[src/rtl/ssp_pkg.sv]
// ssp_pkg: shared constants, register indexes and word types of the sprite projection unit
// no dependencies; imported by every module of the block
`default_nettype none

package ssp_pkg;

  localparam int SCREEN_BITS   = 12;
  localparam int POS_FRAC_BITS = 8;
  localparam int DEPTH_SHIFT   = 30 - POS_FRAC_BITS;

  localparam int CFG_BITS  = SCREEN_BITS + 1;
  localparam int CFG_IDX_W = 2;

  localparam logic [CFG_IDX_W-1:0] REG_SCREEN_WIDTH  = 2'd0;
  localparam logic [CFG_IDX_W-1:0] REG_SCREEN_HEIGHT = 2'd1;

  localparam logic [CFG_BITS-1:0] WIDTH_RESET  = CFG_BITS'(640);
  localparam logic [CFG_BITS-1:0] HEIGHT_RESET = CFG_BITS'(480);

  localparam int DIFF_W = 17;
  localparam int PROD_W = 33;
  localparam int DET_W  = 33;
  localparam int SUM_W  = 34;

  localparam int QUEUE_DEPTH = 4;
  localparam int QPTR_W      = 2;

  localparam int LIM_W = 20;
  localparam logic signed [LIM_W-1:0] ROW_MAX = LIM_W'((1 << SCREEN_BITS) - 1);
  localparam logic signed [LIM_W-1:0] COL_MAX = LIM_W'((1 << (SCREEN_BITS + 1)) - 1);

  typedef struct packed {
    logic        [15:0] sprite_x;
    logic        [15:0] sprite_y;
    logic        [15:0] player_x;
    logic        [15:0] player_y;
    logic signed [15:0] dir_x;
    logic signed [15:0] dir_y;
    logic signed [15:0] plane_x;
    logic signed [15:0] plane_y;
  } in_word_t;

  typedef struct packed {
    logic signed [31:0]            depth;
    logic signed [15:0]            center_column;
    logic        [15:0]            sprite_height;
    logic        [15:0]            sprite_width;
    logic        [SCREEN_BITS-1:0] top_row;
    logic        [SCREEN_BITS-1:0] bottom_row;
    logic        [SCREEN_BITS:0]   left_column;
    logic        [SCREEN_BITS:0]   right_column;
    logic        [1:0]             clipped_edges;
    logic                          behind;
  } result_t;

  typedef struct packed {
    logic signed [DET_W-1:0] det;
    logic signed [SUM_W-1:0] numx;
    logic signed [SUM_W-1:0] numy;
  } proj_t;

endpackage

`default_nettype wire

[src/rtl/ssp_queue.sv]
// ssp_queue: short word queue between the front and back parts
// depends on ssp_pkg
`default_nettype none

module ssp_queue (
  input  wire logic          clk,
  input  wire logic          rst,
  input  wire logic          push,
  input  wire ssp_pkg::proj_t wdata,
  output logic               full,
  output logic               rvalid,
  input  wire logic          pop,
  output ssp_pkg::proj_t     rdata
);
  import ssp_pkg::*;

  proj_t mem [QUEUE_DEPTH];
  logic [QPTR_W-1:0] wr_ptr, rd_ptr;
  logic [QPTR_W:0]   count;
  logic do_pop;

  assign full   = count == (QPTR_W + 1)'(QUEUE_DEPTH);
  assign rvalid = count != '0;
  assign do_pop = pop && rvalid;
  assign rdata  = mem[rd_ptr];

  always_ff @(posedge clk) begin
    if (rst) begin
      wr_ptr <= '0;
      rd_ptr <= '0;
      count  <= '0;
    end else begin
      if (push) wr_ptr <= wr_ptr + 1'b1;
      if (do_pop) rd_ptr <= rd_ptr + 1'b1;
      if (push && !do_pop) count <= count + 1'b1;
      else if (!push && do_pop) count <= count - 1'b1;
    end
  end

  always_ff @(posedge clk) begin
    if (push) mem[wr_ptr] <= wdata;
  end

endmodule

`default_nettype wire

[config.mk]
export PLATFORM = sky130hd
export DESIGN_NAME = ssp_queue
export DESIGN_NICKNAME = d
export VERILOG_FILES = /design/src/rtl/ssp_pkg.sv /design/src/rtl/ssp_queue.sv
export SDC_FILE = /design/constraint.sdc
export NUM_CORES = 1
export LEC_CHECK = 0
export ABC_CLOCK_PERIOD_IN_PS = 6580
export BUFFER_PORTS_ARGS = -buffer_cell sky130_fd_sc_hd__buf_2
export CAP_MARGIN = 10
export CORE_MARGIN = 2
export CORE_UTILIZATION = 55
export DETAILED_ROUTE_END_ITERATION = 16
export GPL_TIMING_DRIVEN = 0
export PLACE_DENSITY = 0.8
export SYNTH_ARGS = -nofsm -noshare
export SYNTH_HDL_FRONTEND = slang
export SYNTH_SLANG_ARGS = --single-unit
[constraint.sdc]
create_clock -name clk -period 6.58 [get_ports clk]
set_input_delay 1.645 -clock clk [delete_from_list [all_inputs] [get_ports clk]]
set_output_delay 1.645 -clock clk [all_outputs]
set_load 0.005 [all_outputs]
== Word level (Yosys, flattened, before mapping) ==
Memories as Yosys holds them, arrays and structs flattened. A register that Yosys moved wholly into a read port is not among the register bits.
Index checks and enable logic that the tools add are counted.

* Bits in registers: 7
* Latch bits: 0
* Memory bits (writable): 404
* ROM bits: 0
* Output and inout bits: 103
* Logic and storage cells: 22
* Memories: 1

* Add/subtract/negate cells: 4
* Multipliers: 0
* Divide/modulo/power cells: 0
* Order comparisons: 0
* Eq/ne operators: 1
* Shifts and indexed selects: 0
* Multiplexer cells: 6
* Bitwise operators: 0
* Reduce and logical (&&, ||, !) cells: 7

{| class="wikitable"
|+ Memory list
! name !! depth !! width !! read ports !! clocked after memory_dff !! write ports !! line !! RTL
|-
| mem || 4 || 101 || 1 || 1 || 1 || ssp_queue.sv:17 || <nowiki>proj_t mem [QUEUE_DEPTH];</nowiki>
|}

{| class="wikitable"
|+ Operators by type and width
! kind !! number
|-
| two-way mux 3 bit || 2
|-
| adder 2 x 1 -> 2 bit (second input constant) || 2
|-
| two-way mux 2 bit || 2
|-
| adder 3 x 1 -> 3 bit (second input constant) || 1
|-
| equality test 3 bit (second input constant) || 1
|-
| logical AND 1 bit || 3
|-
| nonzero test 3 bit || 1
|-
| subtractor 3 x 1 -> 3 bit (second input constant) || 1
|-
| zero test 1 bit || 2
|-
| two-way mux 1 bit || 2
|-
| nonzero test 2 bit || 1
|}

== Longest topological paths before layout ==
Gate-level depths: netlist (run 1).

* Word-level depth: 5
* Mapped depth: 7
* Mapped depth without buffers: 7

== Worst setup path before layout (run 1) ==
No wires, ideal clock.

* Path type: in2reg
* Start: in push
* End: mem mem[0][0] (netlist bit), enable pin
* Library setup time: 0.471 ns
* Arrival time: 3.976 ns
* Data required time: 6.109 ns
* Slack: 2.133 ns
* Cell stages on the path: 1
* Path buffers: 0
* Cells stage by stage: and2_1

* Cells in the longest elaborated chain, start to end: 2

{| class="wikitable"
|+ Ends and longest elaborated chain
! item !! line !! RTL
|-
| start: declaration || ssp_queue.sv:8 || <nowiki>input wire logic push,</nowiki>
|-
| two-way mux 1 bit || ssp_queue.sv:41 || <nowiki>if (push) mem[wr_ptr] <= wdata;</nowiki>
|-
| two-way mux 1 bit (not written as such) || ssp_queue.sv:41 ||
|-
| end: declaration || ssp_queue.sv:17 ||
|}

Every way passes these cells.

==> impl_metrics.prom, run 1 <==
# TYPE chip_impl_metric gauge
chip_impl_info{name="outcome",value="finished, final reports clean"} 1
chip_impl_metric{name="die_area",unit="um2"} 28600
chip_impl_metric{name="max_fclk",unit="GHz"} 0.246
chip_impl_metric{name="crit_arrival",unit="ns"} 2.41
chip_impl_metric{name="timing.final.crit_period",unit="ns"} 4.06
chip_impl_metric{name="worst_hold_slack",unit="ns"} 0.537
chip_impl_metric{name="detailedPlace.worstSlack",unit="ns"} 3.00
chip_impl_metric{name="ys_ff_latch",unit=""} 413
chip_impl_metric{name="finish.utilization",unit=""} 0.665
chip_impl_metric{name="floorplan.core_area",unit="um2"} 26900
chip_impl_metric{name="power",unit="mW"} 6.57
chip_impl_metric{name="detail-route-antenna-nets",unit=""} 0
chip_impl_metric{name="globalRouteMet1Util",unit=""} 0.255
chip_impl_info{name="timing_worst_setup_path_type",value="reg2out"} 1
chip_impl_metric{name="power.density_cell_area",unit="nW/um2"} 368
chip_impl_metric{name="cts-buffers-inserted",unit=""} 41
chip_impl_metric{name="gp_weighted_congestion",unit=""} 0.733
chip_impl_info{name="layout.cells.most_common",value="sky130_fd_sc_hd__edfxtp_1"} 1
chip_impl_metric{name="effective_utilization_at_floorplan",unit=""} 0.559
chip_impl_info{name="worst_setup_path_end_kind",value="primary output"} 1
chip_impl_metric{name="final_design_area_no_fill",unit="um2"} 17900
chip_impl_metric{name="placedInstanceArea",unit="um2"} 16600
chip_impl_metric{name="grt_pass1_vias",unit=""} 7305
chip_impl_info{name="hold_path.startpoint",value="rd_ptr[1]$_SDFFE_PP0P_"} 1
chip_impl_metric{name="final_nets",unit=""} 935
chip_impl_metric{name="drt_iter0_drc",unit=""} 571
chip_impl_metric{name="total_leakage_power",unit="nW"} 6.04
chip_impl_metric{name="grt_util_met2",unit=""} 0.318
chip_impl_metric{name="timing.final.crit_share",unit=""} 0.617
chip_impl_metric{name="place_hpwl",unit="um"} 16300
chip_impl_metric{name="cts_resized",unit=""} 0
chip_impl_metric{name="final_hold_viol_count",unit=""} 0
chip_impl_metric{name="syn-cell-area",unit="um2"} 15000
chip_impl_metric{name="postSynthNetCount",unit=""} 682
chip_impl_metric{name="tightest_slew",unit="ns"} 0.816
chip_impl_info{name="cell_types_occupying_the_most_area_after_synthesis",value="sky130_fd_sc_hd__edfxtp_1 81%, sky130_fd_sc_hd__mux4_2 15%, sky130_fd_sc_hd__dfxtp_1 1.2%, sky130_fd_sc_hd__buf_6 0.75%, sky130_fd_sc_hd__ha_1 0.42%"} 1
chip_impl_metric{name="fin_skew",unit="ns"} 0.0109
chip_impl_metric{name="maxCapViolCount",unit=""} 0
chip_impl_metric{name="totalNegativeSetupSlack",unit="ns"} 0
chip_impl_metric{name="power.ir.vdd_worst",unit="mV"} 0.261
chip_impl_metric{name="timing_max_transition_violations_final",unit=""} 0
chip_impl_metric{name="synth-seq-area-share",unit=""} 0.820
chip_impl_metric{name="grt_usage",unit=""} 0.191
chip_impl_metric{name="cts.hold.buffers_added",unit=""} 0
chip_impl_metric{name="numPortBuffers",unit=""} 206
chip_impl_metric{name="syn_area_per_cell",unit="um2"} 26.3
chip_impl_info{name="layout.cells.most_common_list",value="404 x sky130_fd_sc_hd__edfxtp_1, 216 x sky130_fd_sc_hd__buf_2, 101 x sky130_fd_sc_hd__mux4_2, 43 x sky130_fd_sc_hd__clkbuf_16, 13 x sky130_fd_sc_hd__clkbuf_1"} 1
chip_impl_metric{name="ys.warnings.count",unit=""} 0
chip_impl_metric{name="clk_path_buf_depth",unit=""} 3
chip_impl_metric{name="max_slew_margin",unit=""} 0.456
chip_impl_info{name="synthDominantAreaCellType",value="sky130_fd_sc_hd__edfxtp_1"} 1
chip_impl_metric{name="post_cts_setup_inserts",unit=""} 0
chip_impl_metric{name="die_width",unit="um"} 169
chip_impl_info{name="cts-root-buf",value="sky130_fd_sc_hd__clkbuf_16"} 1
chip_impl_metric{name="dp.cells",unit=""} 1122
chip_impl_metric{name="groute.layer.met3.usage",unit=""} 0.0508
chip_impl_metric{name="critical_path_rt",unit="ns"} 4.93
chip_impl_info{name="cts_tree",value="built"} 1
chip_impl_metric{name="placementRows",unit=""} 60
chip_impl_metric{name="dr.pass1.iters",unit=""} 5
chip_impl_metric{name="grt_first_pass_wirelength",unit="um"} 40900
chip_impl_info{name="grt_setup_unrepaired",value="no"} 1
chip_impl_metric{name="route.detailed.wl_per_inst",unit="um"} 22.7
chip_impl_metric{name="grt_ovf",unit=""} 0
chip_impl_metric{name="routed_wl",unit="um"} 27100
chip_impl_metric{name="drive_above_1_share",unit=""} 0.456
chip_impl_metric{name="pin_count_of_the_biggest_net_entering_global_routing",unit=""} 55
chip_impl_metric{name="final-instance-count-excl-fill",unit=""} 1197
chip_impl_metric{name="io_pins",unit=""} 208
chip_impl_metric{name="postLayoutSetupSlackWorst",unit="ns"} 2.52
chip_impl_info{name="grt_busiest_layer",value="met2"} 1
chip_impl_metric{name="cts.sinks",unit=""} 413
chip_impl_metric{name="die-height",unit="um"} 169
chip_impl_metric{name="clkSlewWorstSetupHoldPaths",unit="ns"} 0.06
chip_impl_metric{name="setup.reg_to_reg.worst_slack",unit="ns"} 4.43
chip_impl_metric{name="areaGrowthSynthToFinish",unit="%"} 18.9
chip_impl_info{name="hold_path_class",value="reg2reg"} 1
chip_impl_metric{name="number_of_instances_in_the_synthesized_netlist",unit=""} 571
chip_impl_metric{name="antenna_found_initial",unit=""} 6
chip_impl_metric{name="final-setup-viol-count",unit=""} 0
chip_impl_metric{name="path_max_fanout",unit=""} 10
chip_impl_metric{name="ctsHtreeMaxLevel",unit=""} 2
chip_impl_metric{name="clk-insertion-delay-late",unit="ns"} 0.52
chip_impl_info{name="reg2reg_from",value="count[0]$_SDFFE_PP0P_"} 1
chip_impl_metric{name="vias_per_cell",unit=""} 5.69
chip_impl_metric{name="number_of_remaining_drc_errors",unit=""} 0
chip_impl_metric{name="synth.distinct_cells",unit=""} 20
chip_impl_metric{name="yosys.area.top_type_share",unit=""} 0.808
chip_impl_info{name="element_type_at_the_critical_path_start",value="register"} 1
chip_impl_metric{name="route.vias.total",unit=""} 6807
-- worst max-delay path, cell delays in order, from the launching register on --
cell                       delay [ns]
sky130_fd_sc_hd__dfxtp_1         0.32
sky130_fd_sc_hd__clkbuf_1        0.61
sky130_fd_sc_hd__buf_2           0.44
sky130_fd_sc_hd__mux4_2          0.36
sky130_fd_sc_hd__buf_2           0.16
-- flip-flops by register name, indices dropped and copies added (netlist names), named ones only --
signal  count
mem       404
wr_ptr      2
rd_ptr      2
count       3
-- final cells by class --
| type | instances | area, um2 |
|---|---|---|
| Timing Repair Buffer | 210 | 1140 |
| Clock buffer | 53 | 1110 |
| Clock inverter | 19 | 145 |
| Inverter | 3 | 11.3 |
| Tap cell | 341 | 427 |
| Fill cell | 1719 | 9020 |
| Sequential cell | 413 | 12300 |
| Buffer | 23 | 174 |
| Multi-Input combinational cell | 132 | 2530 |
| Antenna cell | 3 | 7.51 |
-- per-layer routing --
layer | up-vias | share of wire
li1 | 2982 | -
met2 | 234 | 0.51
met4 | 4 | 0.016
met1 | 3544 | 0.40
met3 | 43 | 0.073
met5 | - | 0.00099
-- kinds of logic after synthesis --
family,share of synthesized area
adders and majority gates,0.00550
AOI/OAI and AO/OA,0.00175
buffers and inverters,0.0123
and+or+nand+nor,0.00475
muxes,0.153
xor gates and xnor gates,0.00292
DFF,0.820
-- cell usage after synthesis --
cell                         n
sky130_fd_sc_hd__a21oi_1     1
sky130_fd_sc_hd__and2_1      4
sky130_fd_sc_hd__buf_2      10
sky130_fd_sc_hd__buf_6      10
sky130_fd_sc_hd__clkbuf_1    3
sky130_fd_sc_hd__dfxtp_1     9
sky130_fd_sc_hd__edfxtp_1  404
sky130_fd_sc_hd__fa_1        1
sky130_fd_sc_hd__ha_1        5
sky130_fd_sc_hd__inv_1       3
sky130_fd_sc_hd__mux2i_1     2
sky130_fd_sc_hd__mux4_2    101
sky130_fd_sc_hd__nor2_1      7
sky130_fd_sc_hd__nor3b_1     1
sky130_fd_sc_hd__o21ai_0     1
sky130_fd_sc_hd__o311ai_0    1
sky130_fd_sc_hd__o31ai_1     1
sky130_fd_sc_hd__or3_1       2
sky130_fd_sc_hd__xnor2_1     1
sky130_fd_sc_hd__xor2_1      4
-- final timing paths --
path | end | cells past startpoint
hold reg to reg | rd_ptr[1]$_SDFFE_PP0P_ | 2
hold / removal | rd_ptr[1]$_SDFFE_PP0P_ | 2
setup reg to reg | count[2]$_SDFFE_PP0P_ | 7
setup / recovery | rdata[56] | 4
-- power by group --
group	leakage (nW)	internal (mW)	switching, mW	total [mW]
clock	0.615	1.27	0.903	2.17
combinational	1.64	0.712	0.612	1.32
sequential	3.78	3.03	0.0408	3.07
total	6.04	5.01	1.56	6.57
(Power assumes the default switching activity.)
==> run 2, diff against run 1 <==
--- a/config.mk
+++ b/config.mk
@@ -5,14 +5,14 @@
 export SDC_FILE = /design/constraint.sdc
 export NUM_CORES = 1
 export LEC_CHECK = 0
-export ABC_CLOCK_PERIOD_IN_PS = 6580
+export ABC_CLOCK_PERIOD_IN_PS = 3250
 export BUFFER_PORTS_ARGS = -buffer_cell sky130_fd_sc_hd__buf_2
 export CAP_MARGIN = 10
 export CORE_MARGIN = 2
-export CORE_UTILIZATION = 55
+export CORE_UTILIZATION = 51
 export DETAILED_ROUTE_END_ITERATION = 16
 export GPL_TIMING_DRIVEN = 0
-export PLACE_DENSITY = 0.8
+export PLACE_DENSITY = 0.78
 export SYNTH_ARGS = -nofsm -noshare
 export SYNTH_HDL_FRONTEND = slang
 export SYNTH_SLANG_ARGS = --single-unit
==> constraint.sdc (replaced) <==
create_clock -name clk -period 3.25 [get_ports clk]
set_input_delay 0.8125 -clock clk [delete_from_list [all_inputs] [get_ports clk]]
set_output_delay 0.8125 -clock clk [all_outputs]
set_load 0.005 [all_outputs]
==> impl_metrics.prom, run 2 (synthesized netlist as in run 1, its figures left out) <==
# TYPE chip_impl_metric gauge
chip_impl_info{name="outcome",value="finished, final reports clean"} 1
chip_impl_metric{name="tightest_slew",unit="ns"} 0.734
chip_impl_metric{name="grt_ovf",unit=""} 0
chip_impl_metric{name="grt_pass1_vias",unit=""} 7524
chip_impl_metric{name="final_hold_viol_count",unit=""} 0
chip_impl_metric{name="maxCapViolCount",unit=""} 0
chip_impl_info{name="layout.cells.most_common_list",value="404 x sky130_fd_sc_hd__edfxtp_1, 216 x sky130_fd_sc_hd__buf_2, 101 x sky130_fd_sc_hd__mux4_2, 42 x sky130_fd_sc_hd__clkbuf_16, 15 x sky130_fd_sc_hd__clkbuf_1"} 1
chip_impl_metric{name="effective_utilization_at_floorplan",unit=""} 0.520
chip_impl_metric{name="largest_reg_flops",unit=""} 404
chip_impl_metric{name="vias_per_cell",unit=""} 5.50
chip_impl_info{name="largest_registers",value="mem (404), count (3)"} 1
chip_impl_metric{name="die_width",unit="um"} 176
chip_impl_metric{name="clkSlewWorstSetupHoldPaths",unit="ns"} 0.06
chip_impl_info{name="largest_register",value="mem"} 1
chip_impl_metric{name="cts_resized",unit=""} 1
chip_impl_metric{name="drive_above_1_share",unit=""} 0.459
chip_impl_metric{name="power",unit="mW"} 13.4
chip_impl_metric{name="timing_max_transition_violations_final",unit=""} 0
chip_impl_metric{name="areaGrowthSynthToFinish",unit="%"} 19.6
chip_impl_info{name="cts_tree",value="built"} 1
chip_impl_metric{name="floorplan.core_area",unit="um2"} 28900
chip_impl_metric{name="final_design_area_no_fill",unit="um2"} 18000
chip_impl_metric{name="clk_path_buf_depth",unit=""} 3
chip_impl_metric{name="power.ir.vdd_worst",unit="mV"} 0.526
chip_impl_info{name="slowest_stage",value="sky130_fd_sc_hd__buf_2"} 1
chip_impl_info{name="timing_worst_setup_path_type",value="reg2out"} 1
chip_impl_metric{name="antenna_found_initial",unit=""} 2
chip_impl_info{name="element_type_at_the_critical_path_start",value="register"} 1
chip_impl_info{name="hold_path_class",value="in2reg"} 1
chip_impl_metric{name="timing.final.crit_period",unit="ns"} 2.93
chip_impl_metric{name="critical_path_rt",unit="ns"} 2.44
chip_impl_metric{name="cts-buffers-inserted",unit=""} 42
chip_impl_metric{name="max_slew_margin",unit=""} 0.511
chip_impl_metric{name="ctsHtreeMaxLevel",unit=""} 2
chip_impl_metric{name="post_cts_setup_inserts",unit=""} 0
chip_impl_metric{name="detail-route-antenna-nets",unit=""} 0
chip_impl_metric{name="final-instance-count-excl-fill",unit=""} 1243
chip_impl_metric{name="final-setup-viol-count",unit=""} 0
chip_impl_metric{name="placementRows",unit=""} 62
chip_impl_metric{name="grt_first_pass_wirelength",unit="um"} 43000
chip_impl_metric{name="io_pins",unit=""} 208
chip_impl_metric{name="routed_wl",unit="um"} 27600
chip_impl_metric{name="die_area",unit="um2"} 30800
chip_impl_info{name="crit_path_frequent_cell",value="sky130_fd_sc_hd__buf_2"} 1
chip_impl_metric{name="path_max_fanout",unit=""} 10
chip_impl_metric{name="power.density_cell_area",unit="nW/um2"} 744
chip_impl_metric{name="numPortBuffers",unit=""} 206
chip_impl_metric{name="max_fclk",unit="GHz"} 0.341
chip_impl_metric{name="clk-insertion-delay-late",unit="ns"} 0.53
chip_impl_metric{name="gp_weighted_congestion",unit=""} 0.685
chip_impl_info{name="worst_setup_path_end_kind",value="primary output"} 1
chip_impl_metric{name="drt_iter0_drc",unit=""} 402
chip_impl_info{name="cp_cell_sequence",value="clkbuf_2, buf_2, mux4_2, buf_2"} 1
chip_impl_metric{name="timing.final.crit_share",unit=""} 0.902
chip_impl_metric{name="fin_skew",unit="ns"} 0.0175
chip_impl_metric{name="die-height",unit="um"} 176
chip_impl_metric{name="pin_count_of_the_biggest_net_entering_global_routing",unit=""} 59
chip_impl_metric{name="dp.cells",unit=""} 1167
chip_impl_metric{name="r2r_cells",unit=""} 7
chip_impl_metric{name="place_hpwl",unit="um"} 16800
chip_impl_metric{name="dr.pass1.iters",unit=""} 4
chip_impl_metric{name="total_leakage_power",unit="nW"} 6.06
chip_impl_metric{name="grt_usage",unit=""} 0.185
chip_impl_info{name="cts-root-buf",value="sky130_fd_sc_hd__clkbuf_16"} 1
chip_impl_metric{name="route.detailed.wl_per_inst",unit="um"} 22.2
chip_impl_metric{name="holdPathStages",unit=""} 1
chip_impl_metric{name="crit_arrival",unit="ns"} 2.12
chip_impl_metric{name="placedInstanceArea",unit="um2"} 16700
chip_impl_metric{name="final_nets",unit=""} 938
chip_impl_info{name="layout.cells.most_common",value="sky130_fd_sc_hd__edfxtp_1"} 1
chip_impl_info{name="grt_setup_unrepaired",value="no"} 1
chip_impl_metric{name="cts.sinks",unit=""} 413
chip_impl_metric{name="route.vias.total",unit=""} 6839
chip_impl_metric{name="cts.hold.buffers_added",unit=""} 0
chip_impl_metric{name="totalNegativeSetupSlack",unit="ns"} 0
chip_impl_metric{name="number_of_remaining_drc_errors",unit=""} 0
chip_impl_metric{name="critical_path.max_stage_delay",unit="ns"} 0.38
[run 2: final timing paths]
check                              start                     to  slack (ns)
setup / recovery                register              rdata[59]        0.32
hold / removal                 wdata[50]   mem[3][50]$_DFFE_PP_        0.49
setup reg to reg   count[1]$_SDFFE_PP0P_  count[2]$_SDFFE_PP0P_        1.01
hold reg to reg   rd_ptr[0]$_SDFFE_PP0P_               register        0.53
[run 2: area by class of cell]
| cell class | instances | area (um2) |
|---|---|---|
| Antenna cell | 1 | 2.50 |
| Buffer | 23 | 175 |
| Clock buffer | 56 | 1110 |
| Clock inverter | 19 | 159 |
| Fill cell | 1940 | 10900 |
| Inverter | 3 | 11.3 |
| Multi-Input combinational cell | 132 | 2530 |
| Sequential cell | 413 | 12300 |
| Tap cell | 384 | 480 |
| Timing Repair Buffer | 212 | 1170 |
[run 2: per-stage QoR]
step / hold slack, ns / util / setup WS [ns]
2_1_floorplan: 0.484 / - / 0.747
3_3_place_gp: 0.510 / 0.573 / -0.382
3_5_place_dp: 0.510 / 0.578 / 0.478
4_1_cts: 0.468 / 0.622 / 0.273
5_1_grt: 0.473 / 0.622 / 0.191
6_report: 0.491 / 0.622 / 0.318
[run 2: per-layer routing]
layer | wire (um) | part of all wire | up-vias | track usage
met5 | 13 | 0.00047 | - | 0
met4 | 702 | 0.025 | 2 | 0.0548
met3 | 2160 | 0.078 | 54 | 0.0561
met2 | 13600 | 0.49 | 254 | 0.303
met1 | 11100 | 0.40 | 3554 | 0.243
li1 | - | - | 2975 | -
[run 2: report_power, final]
group          internal (mW)  switching (mW)  total, mW
Combinational           1.45            1.25       2.70
Clock                   2.57            1.86       4.43
Sequential              6.14          0.0846       6.22
[run 2: critical path, delay by kind of cell (launching register included)]
kind	cells	cell delay [ns]
buffers and inverters	3	0.91
DFF	1	0.33
muxes	1	0.34
